[config.mk]
export PLATFORM = sky130hd
export DESIGN_NAME = probe_request_frame_parser
export DESIGN_NICKNAME = d
export VERILOG_FILES = /design/src/design/prfp_pkg.sv /design/src/design/probe_request_frame_parser.sv /design/src/design/prfp_apb_regs.sv /design/src/design/prfp_core.sv
export SDC_FILE = /design/constraint.sdc
export NUM_CORES = 1
export LEC_CHECK = 0
export ABC_AREA = 1
export BUFFER_PORTS_ARGS = -buffer_cell sky130_fd_sc_hd__buf_4
export CAP_MARGIN = 0
export CORE_UTILIZATION = 55
export DETAILED_ROUTE_END_ITERATION = 16
export PLACE_DENSITY_LB_ADDON = 0.12
export SLEW_MARGIN = 10
export SYNTH_ARGS = -nofsm -noshare
export SYNTH_HDL_FRONTEND = slang
export SYNTH_SLANG_ARGS = --single-unit
[constraint.sdc]
create_clock -name clk -period 12 [get_ports clk]
set_input_delay 1.2 -clock clk [delete_from_list [all_inputs] [get_ports clk]]
set_output_delay 1.2 -clock clk [all_outputs]
set_load 0.01 [all_outputs]
[src/design/prfp_pkg.sv]
`default_nettype none
package prfp_pkg;

	localparam int unsigned HEADER_BYTES = 24;
	localparam int unsigned ADDR_FIRST   = 10;
	localparam int unsigned ADDR_LAST    = 15;

	localparam logic [7:0] MASK_RESET = 8'h02;

	// Register index taken from paddr[2]; bits [1:0] are the byte offset.
	localparam logic REG_ADDR_MASK = 1'b0;

	localparam logic KIND_SSID    = 1'b0;
	localparam logic KIND_SUMMARY = 1'b1;

	typedef enum logic [4:0] {
		PH_HEADER = 5'b00001,
		PH_TAG    = 5'b00010,
		PH_LEN    = 5'b00100,
		PH_BODY   = 5'b01000,
		PH_DONE   = 5'b10000
	} phase_t;

	typedef struct packed {
		logic        kind;
		logic [7:0]  ssid_byte;
		logic [47:0] source_address;
		logic        address_randomized;
		logic [5:0]  ssid_length;
		logic [7:0]  strength;
		logic [7:0]  channel;
	} res_t;

endpackage
`default_nettype wire

[src/design/probe_request_frame_parser.sv]
// Channel   Direction  Handshake             Payload
// s_*       in         s_tvalid / s_tready   one frame byte with length and receive metadata
// m_*       out        m_tvalid / m_tready   one SSID byte or a frame summary (m_tuser)
// apb       in         psel, penable, pready random_address_mask at byte address 0
//
// One item is accepted per cycle while s_tready is high. An item sits in the input register,
// where the parse state is updated, and its result lands in the output register.
// The input register empties whenever the output register is empty, is being
// read, or the item produces no result; otherwise s_tready drops.
// Reset clears the parse state, both valid flags and sets the mask to 2.
`default_nettype none
module probe_request_frame_parser
	import prfp_pkg::*;
#(
	parameter int LENGTH_BITS    = 12,
	parameter int MAX_SSID_BYTES = 32
) (
	input  wire logic        clk,
	input  wire logic        arst_n,
	input  wire logic        s_tvalid,
	output logic             s_tready,
	// [7:0] frame_byte, then frame_length, signal_strength, radio_channel, zero fill
	input  wire logic [((24 + LENGTH_BITS + 7) / 8) * 8 - 1:0] s_tdata,
	output logic             m_tvalid,
	input  wire logic        m_tready,
	// [7:0] ssid_byte, [55:8] source_address, [56] address_randomized,
	// [62:57] ssid_length, [70:63] strength_out, [78:71] channel_out, [79] zero
	output logic      [79:0] m_tdata,
	// [0] result_kind
	output logic      [0:0]  m_tuser,
	input  wire logic        psel,
	input  wire logic        penable,
	input  wire logic        pwrite,
	input  wire logic [2:0]  paddr,
	input  wire logic [31:0] pwdata,
	output logic      [31:0] prdata,
	output logic             pready
);

	localparam int LEN_LO = 8;
	localparam int STR_LO = LEN_LO + LENGTH_BITS;
	localparam int CH_LO  = STR_LO + 8;

	logic                   valid_s1;
	logic [7:0]             byte_s1;
	logic [LENGTH_BITS-1:0] len_s1;
	logic [7:0]             strength_s1;
	logic [7:0]             channel_s1;

	logic       out_valid_q;
	res_t       out_q;
	logic [7:0] mask;
	logic       emit;
	res_t       res;
	logic       advance;

	prfp_apb_regs u_regs (
		.clk                 (clk),
		.arst_n              (arst_n),
		.psel                (psel),
		.penable             (penable),
		.pwrite              (pwrite),
		.paddr               (paddr),
		.pwdata              (pwdata),
		.prdata              (prdata),
		.pready              (pready),
		.random_address_mask (mask)
	);

	prfp_core #(
		.LENGTH_BITS    (LENGTH_BITS),
		.MAX_SSID_BYTES (MAX_SSID_BYTES)
	) u_core (
		.clk                 (clk),
		.arst_n              (arst_n),
		.step                (advance),
		.frame_byte          (byte_s1),
		.frame_length        (len_s1),
		.signal_strength     (strength_s1),
		.radio_channel       (channel_s1),
		.random_address_mask (mask),
		.emit                (emit),
		.res                 (res)
	);

	assign advance  = valid_s1 && (!emit || !out_valid_q || m_tready);
	assign s_tready = !valid_s1 || advance;

	always_ff @(posedge clk or negedge arst_n) begin
		if (!arst_n) begin
			valid_s1 <= 1'b0;
		end else if (s_tready) begin
			valid_s1 <= s_tvalid;
		end
	end

	always_ff @(posedge clk) begin
		if (s_tready && s_tvalid) begin
			byte_s1     <= s_tdata[7:0];
			len_s1      <= s_tdata[LEN_LO +: LENGTH_BITS];
			strength_s1 <= s_tdata[STR_LO +: 8];
			channel_s1  <= s_tdata[CH_LO +: 8];
		end
	end

	always_ff @(posedge clk or negedge arst_n) begin
		if (!arst_n) begin
			out_valid_q <= 1'b0;
		end else if (advance && emit) begin
			out_valid_q <= 1'b1;
		end else if (m_tready) begin
			out_valid_q <= 1'b0;
		end
	end

	always_ff @(posedge clk) begin
		if (advance && emit) begin
			out_q <= res;
		end
	end

	assign m_tvalid = out_valid_q;
	assign m_tuser  = out_q.kind;
	assign m_tdata  = {1'b0, out_q.channel, out_q.strength, out_q.ssid_length,
	                   out_q.address_randomized, out_q.source_address, out_q.ssid_byte};

endmodule
`default_nettype wire

[src/design/prfp_apb_regs.sv]
`default_nettype none
module prfp_apb_regs
	import prfp_pkg::*;
(
	input  wire logic        clk,
	input  wire logic        arst_n,
	input  wire logic        psel,
	input  wire logic        penable,
	input  wire logic        pwrite,
	input  wire logic [2:0]  paddr,
	input  wire logic [31:0] pwdata,
	output logic      [31:0] prdata,
	output logic             pready,
	output logic      [7:0]  random_address_mask
);

	logic [7:0] mask_q;

	assign pready = 1'b1;

	always_ff @(posedge clk or negedge arst_n) begin
		if (!arst_n) begin
			mask_q <= MASK_RESET;
		end else if (psel && penable && pwrite && pready && paddr[2] == REG_ADDR_MASK) begin
			mask_q <= pwdata[7:0];
		end
	end

	always_comb begin
		prdata = '0;
		if (paddr[2] == REG_ADDR_MASK) begin
			prdata = {24'd0, mask_q};
		end
	end

	assign random_address_mask = mask_q;

endmodule
`default_nettype wire

[src/design/prfp_core.sv]
`default_nettype none
module prfp_core
	import prfp_pkg::*;
#(
	parameter int LENGTH_BITS    = 12,
	parameter int MAX_SSID_BYTES = 32
) (
	input  wire logic                   clk,
	input  wire logic                   arst_n,
	input  wire logic                   step,
	input  wire logic [7:0]             frame_byte,
	input  wire logic [LENGTH_BITS-1:0] frame_length,
	input  wire logic [7:0]             signal_strength,
	input  wire logic [7:0]             radio_channel,
	input  wire logic [7:0]             random_address_mask,
	output logic                        emit,
	output res_t                        res
);

	localparam int CNT_W = $clog2(MAX_SSID_BYTES + 1);
	localparam int LW    = LENGTH_BITS + 2;

	logic [LENGTH_BITS-1:0] pos_q;
	logic [47:0]            addr_q;
	phase_t                 phase_q;
	logic [7:0]             left_q;
	logic                   is_ssid_q;
	logic [CNT_W-1:0]       count_q;

	logic             last;
	logic             long_enough;
	logic             ssid_emit;
	logic [CNT_W-1:0] count_inc;

	assign last        = (LW'(pos_q) + LW'(1)) >= LW'(frame_length);
	assign long_enough = LW'(frame_length) >= LW'(HEADER_BYTES);
	assign ssid_emit   = !last && phase_q == PH_BODY && is_ssid_q
	                     && count_q < CNT_W'(MAX_SSID_BYTES);
	assign count_inc   = count_q + CNT_W'(1);
	assign emit        = (last && long_enough) || ssid_emit;

	always_comb begin
		res.kind               = last ? KIND_SUMMARY : KIND_SSID;
		res.ssid_byte          = last ? 8'd0 : frame_byte;
		res.source_address     = addr_q;
		res.address_randomized = |(addr_q[47:40] & random_address_mask);
		res.ssid_length        = last ? 6'(count_q) : 6'(count_inc);
		res.strength           = signal_strength;
		res.channel            = radio_channel;
	end

	always_ff @(posedge clk or negedge arst_n) begin
		if (!arst_n) begin
			pos_q     <= '0;
			addr_q    <= '0;
			phase_q   <= PH_HEADER;
			left_q    <= '0;
			is_ssid_q <= 1'b0;
			count_q   <= '0;
		end else if (step) begin
			if (last) begin
				// Frame ends here, whatever the phase: back to the header state.
				pos_q     <= '0;
				addr_q    <= '0;
				phase_q   <= PH_HEADER;
				left_q    <= '0;
				is_ssid_q <= 1'b0;
				count_q   <= '0;
			end else begin
				pos_q <= pos_q + LENGTH_BITS'(1);
				case (phase_q)
					PH_HEADER: begin
						if (LW'(pos_q) >= LW'(ADDR_FIRST) && LW'(pos_q) <= LW'(ADDR_LAST)) begin
							addr_q <= {addr_q[39:0], frame_byte};
						end
						if (LW'(pos_q) + LW'(1) >= LW'(HEADER_BYTES)) begin
							phase_q <= PH_TAG;
						end
					end
					PH_TAG: begin
						is_ssid_q <= (frame_byte == 8'd0);
						phase_q   <= PH_LEN;
					end
					PH_LEN: begin
						// The element overruns the frame if its body ends past the last byte.
						if (LW'(pos_q) + LW'(1) + LW'(frame_byte) > LW'(frame_length)) begin
							phase_q <= PH_DONE;
						end else if (frame_byte == 8'd0) begin
							phase_q <= is_ssid_q ? PH_DONE : PH_TAG;
						end else begin
							left_q  <= frame_byte;
							phase_q <= PH_BODY;
						end
					end
					PH_BODY: begin
						if (ssid_emit) begin
							count_q <= count_inc;
						end
						left_q <= left_q - 8'd1;
						if (left_q == 8'd1) begin
							phase_q <= is_ssid_q ? PH_DONE : PH_TAG;
						end
					end
					default: begin
						phase_q <= PH_DONE;
					end
				endcase
			end
		end
	end

endmodule
`default_nettype wire

* Word-level counts from Yosys, hierarchy flattened
Cells that the tools add are included.
Cells by class: add/subtract/negate cells 5, multipliers 0, div/mod/pow operators 0, magnitude comparators 7, equality and inequality tests 9, shift-type cells 0, mux-type cells 25, bitwise logic cells 2, reductions and logical operators 33
Operators by type and width (number):
- $mux W48 | 3
- $mux W8 | 4
- $mux W5 | 6
- $mux W6 | 4
- $pmux W5 S4 | 1
- $pmux W8 S2 | 1
- $add A14 B8 Y14 | 1
- $ge A14 B5 Y1 const B | 1
- $gt A14 B12 Y1 | 1
- $add A12 B1 Y13 const B | 1
- $ge A13 B12 Y1 | 1
- $add A12 B1 Y12 const B | 1
- $ge A12 B4 Y1 const B | 1
- $ge A12 B5 Y1 const B | 1
- $le A12 B4 Y1 const B | 1
- $mux W12 | 1
- $reduce_bool A2 Y1 | 6
- $logic_and A1 B1 Y1 | 11
- $ne A3 B2 Y1 const B | 3
- $reduce_and A3 Y1 | 3
- $and A8 B8 Y8 | 1
- $eq A8 B1 Y1 const B | 1
- $logic_not A8 Y1 | 1
- $reduce_or A8 Y1 | 1
- 15 further kinds | 25
Storage, ports and cells: bits in registers 206, bits in latches 0, RAM bits 0, bits in read-only memories 0, input bits 82, output and inout bits 116, logic and storage cells 101, memories kept 0

* Longest topological paths before layout
Gate-level depths: netlist (run 1).
word-level depth 13, depth in mapped cells 28, mapped depth without buffers 28

* Hierarchy
From an unflattened synthesis (run 1), not the netlist that was laid out.
Unflattened totals: cells, all modules 955, area, all modules 9640.5 sq um
Modules (own cells, without submodules):
- prfp_core | instances 1, cells an instance 742, area an instance 5427.7 sq um, sequential area each 2003.2 sq um
- probe_request_frame_parser | instances 1, cells an instance 132, area an instance 3602.2 sq um, sequential area each 3533.4 sq um
- prfp_apb_regs | instances 1, cells an instance 81, area an instance 610.6 sq um, sequential area each 201.4 sq um

* Worst setup path before layout (run 1)
OpenSTA, ideal clock, no wires.
path kind register to register, start register u_core.pos_q[1], end register out_q, in the netlist m_tdata[0] (enable), setup time 0.434 ns, arrival time 3.977 ns, required time 11.566 ns, slack 7.589 ns, cell stages (with the launch flop) 20, buffers on the path 0, period minus slack after synthesis 4.411 ns, cell sequence dfrtp_1 -> ha_1 -> nand2_1 -> inv_1 -> nand2_1 -> nor2_1 -> nand2_1 -> nand2_1 -> nand2_1 -> inv_1 -> ha_1 -> a21oi_1 -> o211ai_1 -> nor2_2 -> nand4_1 -> nand3_4 -> nand2_4 -> nor2_4 -> nand2_1 -> inv_1
On the way: longest elaborated chain between the ends 12, elaborated cells on any way between the ends 13, those cells by class add/sub (1); order compare (1); reduce/logical (11)
Ends and longest elaborated chain:
- from (decl) | line prfp_core.sv:23 | logic [LENGTH_BITS-1:0] pos_q;
- from (signal assigned) | line prfp_core.sv:70 | pos_q <= pos_q + LENGTH_BITS'(1);
- $add A12 B1 Y13 * | line prfp_core.sv:35 | assign last = (LW'(pos_q) + LW'(1)) >= LW'(frame_length);
- $ge A13 B12 Y1 * | line prfp_core.sv:35
- $logic_not A1 Y1 | line prfp_core.sv:37 | assign ssid_emit = !last && phase_q == PH_BODY && is_ssid_q
- $logic_and A1 B1 Y1 (2 in a row) | line prfp_core.sv:37
- $logic_and A1 B1 Y1 | line prfp_core.sv:38 | && count_q < CNT_W'(MAX_SSID_BYTES);
- $logic_or A1 B1 Y1 * | line prfp_core.sv:40 | assign emit = (last && long_enough) || ssid_emit;
- $logic_not A1 Y1 | line probe_request_frame_parser.sv:86 | assign advance = valid_s1 && (!emit || !out_valid_q || m_tready);
- $logic_or A1 B1 Y1 (2 in a row) | line probe_request_frame_parser.sv:86
- $logic_and A1 B1 Y1 | line probe_request_frame_parser.sv:86
- $logic_and A1 B1 Y1 * | line probe_request_frame_parser.sv:117 | if (advance && emit) begin
- to (signal assigned) | line probe_request_frame_parser.sv:118 | out_q <= res;
- to (decl) | line probe_request_frame_parser.sv:51 | res_t out_q;
Mark *: on every way between the ends. The rest lies on a longest branch, timed or not. A chain may end at the register's enable or synchronous reset.

* Worst setup path after layout (run 1)
start register u_core.pos_q[1], end output s_tready
On the way: longest elaborated chain between the ends 12, elaborated cells on any way between the ends 13, those cells by class add/sub (1); order compare (1); reduce/logical (11)
Ends and longest elaborated chain:
- $add A12 B1 Y13 * | line prfp_core.sv:35
- $ge A13 B12 Y1 * | line prfp_core.sv:35
- $logic_not A1 Y1 | line prfp_core.sv:37
- $logic_and A1 B1 Y1 (2 in a row) | line prfp_core.sv:37
- $logic_and A1 B1 Y1 | line prfp_core.sv:38
- $logic_or A1 B1 Y1 * | line prfp_core.sv:40
- $logic_not A1 Y1 * | line probe_request_frame_parser.sv:86
- $logic_or A1 B1 Y1 * (2 in a row) | line probe_request_frame_parser.sv:86
- $logic_and A1 B1 Y1 * | line probe_request_frame_parser.sv:86
- $logic_or A1 B1 Y1 * | line probe_request_frame_parser.sv:87 | assign s_tready = !valid_s1 || advance;
- to (decl) | line probe_request_frame_parser.sv:21 | output logic s_tready,
Marks and branches as above.

==> flow_metrics.py, run 1 <==
metrics = {
    "power_and_ir_drop": {
        "leakagePower_nw": 5.35,
        "p_total_w": 0.00216,
        "vdd_drop_max_uv": 153,
        "powerDensity_nw_per_um2": 191,
    },
    "clock_network": {
        "postCtsHoldBufs": 0,
        "clk_latency_ns": 0.50,
        "h-tree-depth": 1,
        "cts_tree": "done",
        "clkTransAtPathRegs_ns": 0.06,
        "clock_sinks": 206,
        "numCtsBuffers": 22,
        "cts_root_buf": "clkbuf_16",
        "ctsResizeCount": 0,
        "clock_tree.buffer_depth": 3,
        "post_cts_buffers": 0,
    },
    "logic_synthesis": {
        "synth_top_cell_by_area": "edfxtp_1",
        "syn_inst": 908,
        "yosys_warnings": 0,
        "async_flop_share_pct": 43.7,
        "syn_avg_cell_area_um2": 10.4,
        "synth-edff-count": 116,
        "yosysTopAreaCellShare_pct": 37.0,
        "synth.most_common_cell": "nand2_1",
        "yosys-top-cells-count": "nand2_1, edfxtp_1, inv_1",
        "ys_types": 45,
        "synth_ff_type": "edfxtp_1",
        "syn-cell-area_um2": 9420,
        "yosys_register_bits": 206,
        "ys_seq_area_share_pct": 60.9,
        "synth_area_leaders": "edfxtp_1, dfrtp_1, nand2_1",
    },
    "detailed_routing": {
        "drc": 0,
        "dr_total_vias": 6565,
        "wl_per_cell_um": 14.7,
        "routed_wl_um": 18900,
        "firstDrtPassIters": 5,
        "ant_nets": 0,
        "vias_per_cell": 5.09,
        "drt_iter0_drc": 267,
    },
    "finish": {
        "multi_input_area_um2": 3080,
        "drive_gt1_share_pct": 19.3,
        "finalNetCount": 1175,
        "fillers": 1302,
        "area_growth_pct": 19.6,
        "seq_area_um2": 5740,
        "antenna_cells": 0,
    },
    "die": {
        "initial_utilization_pct": 56.6,
        "io_pins": 198,
        "die_w_um": 133,
        "dieArea_um2": 17600,
        "die_y_um": 133,
        "num_rows": 47,
        "core_um2": 16600,
    },
    "critical_path": {
        "r2r-start": "u_core.pos_q[1]",
        "critPathLaunch": "u_core.pos_q[1]",
        "endpoint": "s_tready",
        "rrSetupSlack_ns": 7.29,
        "worst_ep_arrival_time_ns": 4.06,
        "crit_type": "register to output port",
        "critPathRequiredTime_ns": 10.80,
        "startpoint_type": "register",
        "path_cells": "ha_1, nand2_1, inv_1, nand2_1, nor2_1, nand3_1, nand2_1, inv_1, ha_1, a21oi_1, o211ai_1, nor2_2, nand3_2, nand2_2, nand3_4, nor2_1, inv_1, buf_4",
        "worstReg2RegEnd": "m_tdata[49]",
        "cp-end-kind": "output port",
        "reg2regPathDepth": 21,
        "worst-path-max-fanout": 23,
        "crit_slowest_cell": "nand3_2",
        "slowest_delay_ns": 0.49,
    },
    "run_status": {
        "outcome": "complete, no violations",
    },
    "timing": {
        "slew_violations": 0,
        "final_min_period_over_clock_period_pct": 43.8,
        "rsz0062_at_grt": "no",
        "fin_ws_ns": 6.74,
        "clock-skew-final_ns": 0.0110,
        "max_freq_mhz": 190,
        "fin_crit_ns": 5.26,
        "slew-limit-headroom_pct": 31.1,
        "finalHoldViolCount": 0,
        "setup_tns_ns": 0,
        "setup_viol": 0,
        "tightest_slew_ns": 1.03,
        "holdWs_ns": 0.416,
    },
    "hold_path": {
        "hp-class": "register to register",
        "hold_depth": 0,
    },
    "grt": {
        "grt_util_all_layers_pct": 21.9,
        "grt_pass1_vias": 6268,
        "grt_pass1_wl_um": 30800,
        "antenna_found_initial": 0,
        "grt_max_degree": 81,
        "grt-ovfl-total": 0,
    },
    "placement": {
        "dp_worst_setup_slack_ns": 7.27,
        "io_buffers": 141,
        "dpl.hpwl_um": 13000,
        "routabilityCongestion": 0.881,
    },
    "flow_run": {
        "cap_violations": 0,
    },
}
[metal layers]
layer	vias up	routed length [µm]	track usage, %
met4	0	462	8.24
li1	3257	-	-
met1	3070	8460	30.2
met5	-	0	0
met2	203	9070	35.5
met3	35	911	2.87
[area by class of cell]
| type | count | share of cell area, % |
|---|---|---|
| Sequential cell | 206 | 50.9 |
| Multi-Input combinational cell | 583 | 27.4 |
| Timing Repair Buffer | 146 | 9.73 |
| Clock buffer | 32 | 5.76 |
| Inverter | 94 | 3.14 |
| Tap cell | 220 | 2.44 |
| Clock inverter | 8 | 0.622 |
[registers in the layout, indices dropped and copies added (netlist names)]
signal	count
m_tdata	79
u_core.addr_q	48
len_s1	12
u_core.pos_q	12
byte_s1	8
channel_s1	8
strength_s1	8
u_core.left_q	8
u_regs.random_address_mask	8
u_core.count_q	6
u_core.phase_q	5
m_tuser	1
m_tvalid	1
u_core.is_ssid_q	1
valid_s1	1
[worst min-delay path by stage]
stage | start | end
after floorplan | strength_s1[0] | m_tdata[63]
after global placement | channel_s1[6] | m_tdata[77]
after detailed placement | channel_s1[1] | m_tdata[72]
after global routing | channel_s1[2] | m_tdata[73]
after CTS | channel_s1[1] | m_tdata[72]
final | channel_s1[1] | m_tdata[72]
[through the flow]
| stage | instance area [µm²] | utilization (%) | cells |
|---|---|---|---|
| floorplan | 9510 | - | 932 |
| global placement | 10500 | 63.4 | 1249 |
| detailed placement | 10500 | 63.4 | 1249 |
| CTS | 11300 | 67.7 | 1289 |
| global route | 11300 | 67.7 | 1289 |
| finish | 11300 | 67.7 | 1289 |
[kinds of logic (layout without fill, tap and decap cells)]
group | after synthesis | after routing | synth area share [%]
simple gates | 420 | 420 | 19.5
compound gates | 78 | 78 | 4.82
xor+xnor | 19 | 19 | 1.77
buf+inv | 143 | 280 | 7.53
other cells | 2 | 26 | 0.0798
flops | 206 | 206 | 60.9
fa+ha+maj | 40 | 40 | 5.40
[report_power, final]
part | internal (W) | total (W) | switching, W | leakage [nW]
combinational | 0.000224 | 0.000586 | 0.000362 | 2.72
clock | 0.000397 | 0.000659 | 0.000262 | 0.344
sequential | 0.000853 | 0.000911 | 0.0000582 | 2.29
total | 0.00147 | 0.00216 | 0.000683 | 5.35
[critical path: cells and delay by family (launching register included)]
| kind | cells | cell delay (ns) |
|---|---|---|
| DFF | 1 | 0.43 |
| adders and majority gates | 2 | 0.51 |
| and+or+nand+nor | 10 | 1.86 |
| AOI/OAI and AO/OA | 2 | 0.28 |
| buffers and inverters | 4 | 0.45 |
[placed cells by master, fill, tap and decap left out, types with 25 or more instances in the layout]
master	count
a21oi_1	25
buf_4	146
conb_1	26
dfrtp_1	88
edfxtp_1	116
ha_1	39
inv_1	90
nand2_1	229
nand3_1	75
nor2_1	66
No activity file was read; power rests on OpenSTA's default activity.
==> run 2: changes to the inputs <==
ABC_AREA = 0   (was 1)
CORE_UTILIZATION = 49   (was 55)
clock period = 4.45 ns   (was 12 ns; I/O delays follow)
==> flow_metrics.py, run 2 <==
metrics = {
    "clock_network": {
        "clk_latency_ns": 0.51,
        "clock_tree.buffer_depth": 3,
        "clock_sinks": 206,
        "cts_tree": "done",
        "numCtsBuffers": 23,
        "cts_root_buf": "clkbuf_16",
        "postCtsHoldBufs": 0,
        "h-tree-depth": 1,
        "clkTransAtPathRegs_ns": 0.06,
    },
    "timing": {
        "rsz0062_at_grt": "yes",
        "finalHoldViolCount": 10,
        "tightest_slew_ns": 0.720,
        "slew-limit-headroom_pct": 52.0,
        "final_min_period_over_clock_period_pct": 99.5,
        "slew_violations": 0,
        "clock-skew-final_ns": 0.0176,
        "fin_crit_ns": 4.43,
        "max_freq_mhz": 226,
        "setup_viol": 0,
        "setup_tns_ns": 0,
        "holdWs_ns": -0.0162,
    },
    "die": {
        "initial_utilization_pct": 50.7,
        "die_w_um": 140,
        "dieArea_um2": 19500,
        "core_um2": 18300,
        "io_pins": 198,
        "die_y_um": 140,
        "num_rows": 49,
    },
    "logic_synthesis": {
        "synth_top_cell_by_area": "edfxtp_1",
        "syn_inst": 710,
        "yosys_warnings": 0,
        "synth_area_leaders": "edfxtp_1, dfrtp_1, ha_1",
        "yosysTopAreaCellShare_pct": 37.6,
        "synth.most_common_cell": "edfxtp_1",
        "ys_seq_area_share_pct": 61.9,
        "ys_types": 71,
        "synth_ff_type": "edfxtp_1",
        "syn-cell-area_um2": 9270,
        "syn_avg_cell_area_um2": 13.1,
        "synth-edff-count": 116,
        "async_flop_share_pct": 43.7,
        "yosys_register_bits": 206,
        "yosys-top-cells-count": "edfxtp_1, dfrtp_1, a22o_1",
    },
    "finish": {
        "antenna_cells": 0,
        "mostFrequentLayoutCells": "buf_4, edfxtp_1, dfrtp_1",
        "finalNetCount": 1044,
        "largest_reg_flops": 79,
        "drive_gt1_share_pct": 33.5,
        "layout_commonest_cell": "buf_4",
        "final_area_um2": 12000,
        "area_growth_pct": 29.5,
    },
    "power_and_ir_drop": {
        "internal_power_w": 0.00364,
        "powerDensity_nw_per_um2": 414,
        "seqPwrFrac_pct": 43.9,
        "vdd_drop_max_uv": 351,
        "leakagePower_nw": 5.41,
        "p_total_w": 0.00496,
        "netSwitchingFraction_pct": 26.6,
        "power_frac_comb_pct": 20.8,
        "p_switching_w": 0.00132,
        "clockPowerShare_pct": 35.3,
    },
    "critical_path": {
        "startpoint_type": "register",
        "worstReg2RegEnd": "u_core.left_q[2]",
        "reg2regPathDepth": 22,
        "rrSetupSlack_ns": 0.02,
        "critPathRequiredTime_ns": 4.84,
        "worst_ep_arrival_time_ns": 4.82,
        "crit_type": "register to register",
        "worst-path-max-fanout": 4,
        "r2r-start": "u_core.pos_q[0]",
        "cp-end-kind": "register",
    },
    "grt": {
        "grt_pass1_vias": 6269,
        "grt_util_all_layers_pct": 21.5,
        "grt_pass1_wl_um": 33100,
        "antenna_found_initial": 0,
        "grt_max_degree": 55,
        "grt-ovfl-total": 0,
    },
    "run_status": {
        "violations": "negative hold slack",
        "outcome": "finished with violations",
    },
    "detailed_routing": {
        "ant_nets": 0,
        "firstDrtPassIters": 5,
        "wl_per_cell_um": 18.1,
        "drt_iter0_drc": 387,
        "vias_per_cell": 5.46,
        "dr_total_vias": 6375,
        "routed_wl_um": 21200,
        "drc": 0,
    },
    "hold_path": {
        "hp-class": "input port to asynchronous set/reset pin",
    },
    "placement": {
        "dpl-instance-area_um2": 10900,
        "routabilityCongestion": 0.847,
        "io_buffers": 141,
        "dpl.hpwl_um": 14500,
    },
    "flow_run": {
        "cap_violations": 0,
    },
}
==> run 2: cell count changes after synthesis, sizes merged, moves of 8 or more <==
cell	change
o31ai	+17
nand2b	+8
xnor2	+12
nor2b	+11
nor2	-53
inv	-63
a22o	+47
nand3	-68
and2	+12
mux2	+9
nand2	-188
==> run 2: area by class of cell <==
| cell class | instances | area [µm²] |
|---|---|---|
| Clock buffer | 27 | 591 |
| Sequential cell | 206 | 5740 |
| Timing Repair Buffer | 219 | 1740 |
| Tap cell | 229 | 287 |
| Clock inverter | 15 | 113 |
| Inverter | 32 | 120 |
| Multi-Input combinational cell | 440 | 3410 |
| Fill cell | 1309 | 6270 |
==> run 2: critical path, stage by stage, from the launching register on <==
cell and delay, ns:
dfrtp_1 0.40, buf_4 0.15, buf_4 0.13, and3_1 0.16
and3_4 0.20, xor2_2 0.20, ha_4 0.18, nor4_2 0.26
nor3_1 0.08, buf_4 0.15, a21oi_4 0.18, nor4_4 0.05
xnor2_1 0.20, ha_1 0.30, a21oi_2 0.19, o21ai_2 0.09
a2111o_1 0.31, a21oi_2 0.12, buf_4 0.13, o211a_4 0.18
a21boi_4 0.06, or2_1 0.24, a221o_1 0.34
==> run 2: stage by stage <==
stage               instances  util [%]  setup WS, ns
detailed placement       1112      59.7        -0.230
finish                   1168      65.7        0.0225
floorplan                 734         -        0.0117
global placement         1112      59.7       -0.0942
CTS                      1156      64.0       -0.0627
global route             1168      65.7        -0.194
==> run 2: worst max path at each step <==
stage               cells past startpoint  slack (ns)          endpoint             from
floorplan                              22        0.01  u_core.left_q[2]  u_core.pos_q[0]
global placement                       22       -0.09  u_core.left_q[2]  u_core.pos_q[0]
detailed placement                     22       -0.23  u_core.left_q[2]  u_core.pos_q[0]
CTS                                    23       -0.06  u_core.left_q[2]  u_core.pos_q[0]
global route                           23       -0.19  u_core.left_q[2]  u_core.pos_q[1]
finish                                 22        0.02  u_core.left_q[2]  u_core.pos_q[0]
==> run 2: per-layer routing <==
| metal | part of all wire [%] | vias up | wire (µm) | track usage, % |
|---|---|---|---|---|
| li1 | - | 3030 | - | - |
| met1 | 43 | 3100 | 9070 | 28.1 |
| met2 | 50 | 211 | 10600 | 37.4 |
| met3 | 4.8 | 34 | 1020 | 3.65 |
| met4 | 2.1 | 0 | 443 | 5.09 |
| met5 | 0 | - | 0 | 0 |
==> run 2: power by group through the flow <==
stage,clock network [W],logic (W),registers (W)
4_1_cts,0.00179,0.000956,0.00217
3_5_place_dp,0,0.000922,0.00221
6_report,0.00175,0.00103,0.00218
3_3_place_gp,0,0.000893,0.00220
2_1_floorplan,0,0.000575,0.00218
5_1_grt,0.00186,0.00114,0.00219
==> run 2: logic make-up (layout without fill, tap and decap cells) <==
family,after synthesis,in the layout,share of synthesized area [%]
AO/OA/AOI/OAI,169,169,13.4
XOR/XNOR,26,26,2.46
adder cells (fa/ha/maj),40,40,5.48
buffers and inverters,88,293,5.20
flip-flops,206,206,61.9
multiplexers,10,10,1.20
other,2,26,0.0810
AND/OR/NAND/NOR,169,169,10.3
==> run 2: timing repair <==
item	4_1_cts	5_1_grt
endpoints found under the setup margin	10	83
gates resized for setup	19	36
pin swaps	7	21
cloned	0	0
setup buffers	2	12
